**config.mk**
```make
export PLATFORM = sky130hd
export DESIGN_NAME = gsmd_smooth
export DESIGN_NICKNAME = d
export VERILOG_FILES = /design/src/gsmd_pkg.sv /design/src/gsmd_smooth.sv
export SDC_FILE = /design/constraint.sdc
export NUM_CORES = 2
export LEC_CHECK = 0
export BUFFER_PORTS_ARGS = -buffer_cell sky130_fd_sc_hd__buf_2
export CAP_MARGIN = 20
export CORE_MARGIN = 2
export CORE_UTILIZATION = 57
export CTS_CLUSTER_SIZE = 16
export DETAILED_ROUTE_END_ITERATION = 10
export PLACE_DENSITY = 0.8
export SYNTH_ARGS = -nofsm -noshare
export SYNTH_HDL_FRONTEND = slang
export SYNTH_SLANG_ARGS = --single-unit
```
**constraint.sdc**
```tcl
create_clock -name clk -period 3.7 [get_ports clk]
set_input_delay 0.37 -clock clk [delete_from_list [all_inputs] [get_ports clk]]
set_output_delay 0.37 -clock clk [all_outputs]
set_load 0.03 [all_outputs]
```
**src/gsmd_pkg.sv**
```systemverilog
// Shared types and constants of the gray smoothing motion detector.
// No dependencies; used by gsmd_smooth and gray_smooth_motion_detector_top.
package gsmd_pkg;

    typedef struct packed {
        logic [7:0] blue;
        logic [7:0] green;
        logic [7:0] red;
    } pixel_t;

    typedef struct packed {
        logic        was_background;
        logic        motion;
        logic [20:0] differing_pixels;
        logic [31:0] frames_seen;
        logic [31:0] frames_with_motion;
    } result_t;

    // One tap request of the smoothing unit: valid and the enabled taps [row][col].
    typedef struct packed {
        logic             valid;
        logic [2:0][2:0]  mask;
    } take_ctl_t;

    typedef logic [2:0][2:0][7:0] window_t;
    typedef logic [2:0][47:0]     kernel_t;

    localparam int unsigned CFG_W   = 48;
    localparam int unsigned CFG_IDX_W = 3;

    localparam logic [CFG_IDX_W-1:0] CFG_FRAME_WIDTH  = 3'd0;
    localparam logic [CFG_IDX_W-1:0] CFG_FRAME_HEIGHT = 3'd1;
    localparam logic [CFG_IDX_W-1:0] CFG_THRESHOLD    = 3'd2;
    localparam logic [CFG_IDX_W-1:0] CFG_KERNEL_TOP   = 3'd3;
    localparam logic [CFG_IDX_W-1:0] CFG_KERNEL_MID   = 3'd4;
    localparam logic [CFG_IDX_W-1:0] CFG_KERNEL_BOT   = 3'd5;

    localparam logic [10:0] RST_FRAME_WIDTH  = 11'd640;
    localparam logic [10:0] RST_FRAME_HEIGHT = 11'd480;
    localparam logic [20:0] RST_THRESHOLD    = 21'd0;
    localparam logic [47:0] RST_KERNEL_ROW   = 48'h001C_001C_001C;

    // Divide by three: floor(s * 683 / 2048) is exact for s up to 765.
    localparam logic [19:0] GRAY_RECIP = 20'd683;
    localparam int unsigned GRAY_SHIFT = 11;

    function automatic logic [2:0][2:0] tap_mask(input logic [2:0] row_ok,
                                                 input logic [2:0] col_ok);
        logic [2:0][2:0] m;
        for (int k = 0; k < 3; k++)
        begin
            for (int j = 0; j < 3; j++)
            begin
                m[k][j] = row_ok[k] & col_ok[j];
            end
        end
        return m;
    endfunction

endpackage

```
**src/gsmd_smooth.sv**
```systemverilog
// Two-stage 3x3 smoothing unit: registered tap products, then wrapped sum.
// Depends on gsmd_pkg.
module gsmd_smooth #(
    parameter int unsigned IDX_W = 20
) (
    input  logic                clk,
    input  logic                rst_n,
    input  gsmd_pkg::take_ctl_t req,
    input  gsmd_pkg::window_t   nb,
    input  logic [IDX_W-1:0]    idx,
    input  gsmd_pkg::kernel_t   kernel,
    output logic                busy,
    output logic                out_valid,
    output logic [7:0]          out_value,
    output logic [IDX_W-1:0]    out_idx
);

    logic                    s1_valid_reg;
    logic [2:0][2:0][7:0]    prod_reg;
    logic [2:0][2:0][7:0]    prod_next;
    logic [IDX_W-1:0]        s1_idx_reg;
    logic                    s2_valid_reg;
    logic [7:0]              s2_value_reg;
    logic [7:0]              sum_next;
    logic [IDX_W-1:0]        s2_idx_reg;

    // Keep bits [15:8] of each product: shift by 8, then only the low byte matters.
    always_comb
    begin
        logic [23:0] p;
        for (int k = 0; k < 3; k++)
        begin
            for (int j = 0; j < 3; j++)
            begin
                p = 24'(nb[k][j]) * 24'(kernel[k][16*j +: 16]);
                prod_next[k][j] = req.mask[k][j] ? p[15:8] : 8'd0;
            end
        end
    end

    always_comb
    begin
        sum_next = 8'd0;
        for (int k = 0; k < 3; k++)
        begin
            for (int j = 0; j < 3; j++)
            begin
                sum_next = sum_next + prod_reg[k][j];
            end
        end
    end

    always_ff @(posedge clk or negedge rst_n)
    begin
        if (!rst_n)
        begin
            s1_valid_reg <= 1'b0;
            s2_valid_reg <= 1'b0;
        end
        else
        begin
            s1_valid_reg <= req.valid;
            s2_valid_reg <= s1_valid_reg;
        end
    end

    always_ff @(posedge clk)
    begin
        prod_reg     <= prod_next;
        s1_idx_reg   <= idx;
        s2_value_reg <= sum_next;
        s2_idx_reg   <= s1_idx_reg;
    end

    assign busy      = s1_valid_reg | s2_valid_reg;
    assign out_valid = s2_valid_reg;
    assign out_value = s2_value_reg;
    assign out_idx   = s2_idx_reg;

endmodule

```
==> results_dict.tcl <==
set metrics [dict create \
    dieArea_um2 51470 \
    rsz0062_at_grt "yes" \
    grt_antenna_before_repair 6 \
    fill_cells 3076 \
    setup-tns-final_ps -6005 \
    fp.coreArea_um2 48950 \
    overflow 0 \
    synth-seq-cells 122 \
    synth_fp_nets 4131 \
    maxSlewViolCount 0 \
    crit_path_end_kind "flip-flop" \
    worst_pin_slew_ps 366.2 \
    drtIter0Drc 1258 \
    slowest_stage "fa_1" \
    io_buffers 277 \
    cts_tree "yes" \
    multi_input_area_um2 25120 \
    ys_top_cells_by_count "inv_1, and2_1, fa_1" \
    initial_utilization_pct 57.84 \
    yosysTopAreaCell "fa_1" \
    final_nets 4823 \
    netlist_top_cells_area "fa_1, and2_1, inv_1, ha_1, dfxtp_1" \
    grtUsageTotal_pct 29.08 \
    status "complete, but fails checks" \
    path_class "in -> reg" \
    synth_edf_count 0 \
    hold_path.class "in -> reg" \
    clock_tree.root_cell "clkbuf_16" \
    finalHoldViolations 0 \
    leakage_nw 18.71 \
    vias 23540 \
    post-route-period-util_pct 109.0 \
    async_flop_share_pct 1.639 \
    post-place-cells 4394 \
    worstPathCellList "buf_2 > nand2_1 > fa_1 > fa_1 > fa_1 > fa_1 > inv_2 > ha_4 > and3_4 > a221oi_4 > nand2_2 > a211oi_2 > xor2_1 > nor2_1" \
    place_hpwl_mm 57.30 \
    grt_max_degree 17 \
    yosys.area.top_type_share_pct 40.72 \
    postLayoutSetupSlackWorst_ps -332.3 \
    ir_worst_vdd_uv 1680 \
    synth_flop_cell "dfxtp_1" \
    crit_path_frequent_cell "fa_1" \
    syn_avg_cell_area_um2 9.104 \
    cpLargestDelayFamily "adder cells" \
    syn_to_final_growth_pct 32.63 \
    clock-sinks 122 \
    power_density_nw_per_um2 824.8 \
    worst-path-buf-inv 2 \
    insertion_delay_ps 440 \
    drcViolationCount 0 \
    synth_most_common_cell "inv_1" \
    cp_max_fo 10 \
    yosysUniqueCellTypes 56 \
    max_freq_ghz 0.2480 \
    failed_checks "negative setup slack" \
    max_cap_viol_count 0 \
    totalWireLength_mm 76.89 \
    ctsLongestPathBuffers 2 \
    ant_nets 0 \
    chipWidth_um 226.9 \
    finalNonFillerCells 4481 \
    num_io_pins 278 \
    cp-start-kind "input pin" \
    htreeDepth 4 \
    drtPass1Iterations 5 \
    wl_per_cell_um 17.16 \
    cp.required_ps 4030 \
    cpPeakStageDelay_ps 620 \
    largest_reg_flops 72 \
    layout-drive-gt1-share_pct 31.65 \
    setup-violations-final 49 \
    post_drt_via_cell_ratio 5.252 \
    total_power_w 0.03098 \
    synth_seq_area_share_pct 8.661 \
    skew_ps 10.46 \
    cts_made_buffers 17 \
    grt_pass1_vias 25110 \
    rows 81 \
    fin_crit_ps 4032 \
    place_congestion 0.8965 \
    syn-cell-area_um2 28310 \
    synthCells 3110 \
    area.sequential_um2 2456 \
    grt_pass1_wl_mm 118.8 \
    whs_ps 23.82 \
    clk_pin_slew_ps 70 \
    dieHeight_um 226.9 \
    relSlewSlack_pct 75.41 \
    cp.arrival_ps 4360 \
    yosysWarnings 0 \
]
==> routing by layer <==
layer / vias up / global-route usage [%] / routed length (um)
met3: 251 / 4.121 / 4174
met4: 6 / 9.062 / 3077
met1: 11800 / 35.88 / 29180
li1: 10650 / - / -
met2: 827 / 52.50 / 40410
met5: - / 0 / 36
==> report_power, final <==
group	internal, W	leakage (nW)	switching [W]
registers	0.00195	1.03	0.000293
clock network	0.00105	0.282	0.000635
logic	0.0137	17.4	0.0134
==> final timing paths <==
kind / from / end / cells after the start / slack (ps)
worst min register to register: s1_idx_reg[11] / out_idx[11] / 0 / 320
worst max register to register: prod_reg[42] / out_value[4] / 13 / 80
min in group asynchronous: rst_n / s1_valid_reg / 2 / 240
worst min-delay path: idx[5] / s1_idx_reg[5] / 1 / 20
worst max-delay path: nb[6] / prod_reg[4] / 14 / -330
max in group asynchronous: rst_n / out_valid / 2 / 3360
==> metrics by stage <==
| stage | util [%] | cell area, um^2 | setup WS [ps] |
|---|---|---|---|
| global placement | 69.81 | 34170 | -722.7 |
| floorplan | - | 29440 | -433.0 |
| CTS | 74.10 | 36270 | -193.6 |
| finish | 76.72 | 37550 | -332.3 |
| detailed placement | 69.81 | 34170 | -790.5 |
| global route | 76.71 | 37550 | -362.3 |
==> layout make-up <==
class / instances / share of cell area [%]
Clock inverter: 7 / 0.2399
Timing Repair Buffer: 731 / 15.78
Tap cell: 664 / 2.212
Antenna cell: 3 / 0.01999
Clock buffer: 24 / 1.309
Sequential cell: 122 / 6.540
Multi-Input combinational cell: 2229 / 66.90
Inverter: 701 / 7.007
==> placed cells by master, fill, tap and decap left out, drive strengths merged, types with 8 or more instances in the layout <==
| cell type | n |
|---|---|
| o21ai | 32 |
| a21oi | 37 |
| xor2 | 43 |
| a2111oi | 8 |
| or3 | 16 |
| ha | 197 |
| dfxtp | 120 |
| o21bai | 10 |
| nor3b | 16 |
| clkbuf | 33 |
| nand2 | 314 |
| and2 | 623 |
| nand3 | 24 |
| a31oi | 20 |
| a21o | 32 |
| a211oi | 10 |
| inv | 701 |
| nor3 | 10 |
| fa | 576 |
| nor2 | 33 |
| or2 | 8 |
| xnor3 | 9 |
| and3 | 28 |
| a31o | 14 |
| a21boi | 9 |
| xnor2 | 109 |
| buf | 719 |
==> worst register-to-register path, stage by stage (launching register included) <==
cell,delay [ps]
dfxtp_2,320
fa_1,540
inv_2,40
fa_1,530
inv_1,50
fa_1,480
inv_2,40
fa_1,500
inv_2,50
ha_4,160
fa_2,360
buf_4,140
buf_4,120
xor2_1,150
==> logic make-up (layout without fill, tap and decap cells) <==
logic type | Yosys count | in the layout | share of synthesized area [%]
flip-flops | 122 | 122 | 8.661
other | 0 | 3 | 0
adder cells (fa/ha/maj) | 773 | 773 | 49.43
AND/OR/NAND/NOR | 1099 | 1099 | 21.39
XOR/XNOR | 161 | 161 | 5.418
AO/OA/AOI/OAI | 189 | 189 | 4.795
multiplexers | 7 | 7 | 0.2475
buffers and inverters | 759 | 1463 | 10.06
==> what timing repair did <==
| item | CTS | global route |
|---|---|---|
| setup endpoints to repair | 61 | 67 |
| hold buffers | 2 | 0 |
| gates cloned | 1 | 4 |
| pin swaps | 188 | 200 |
| setup buffers | 32 | 22 |
| hold endpoints to repair | 3 | 0 |
| gates resized for setup | 352 | 282 |
(Power assumes the default switching activity.)
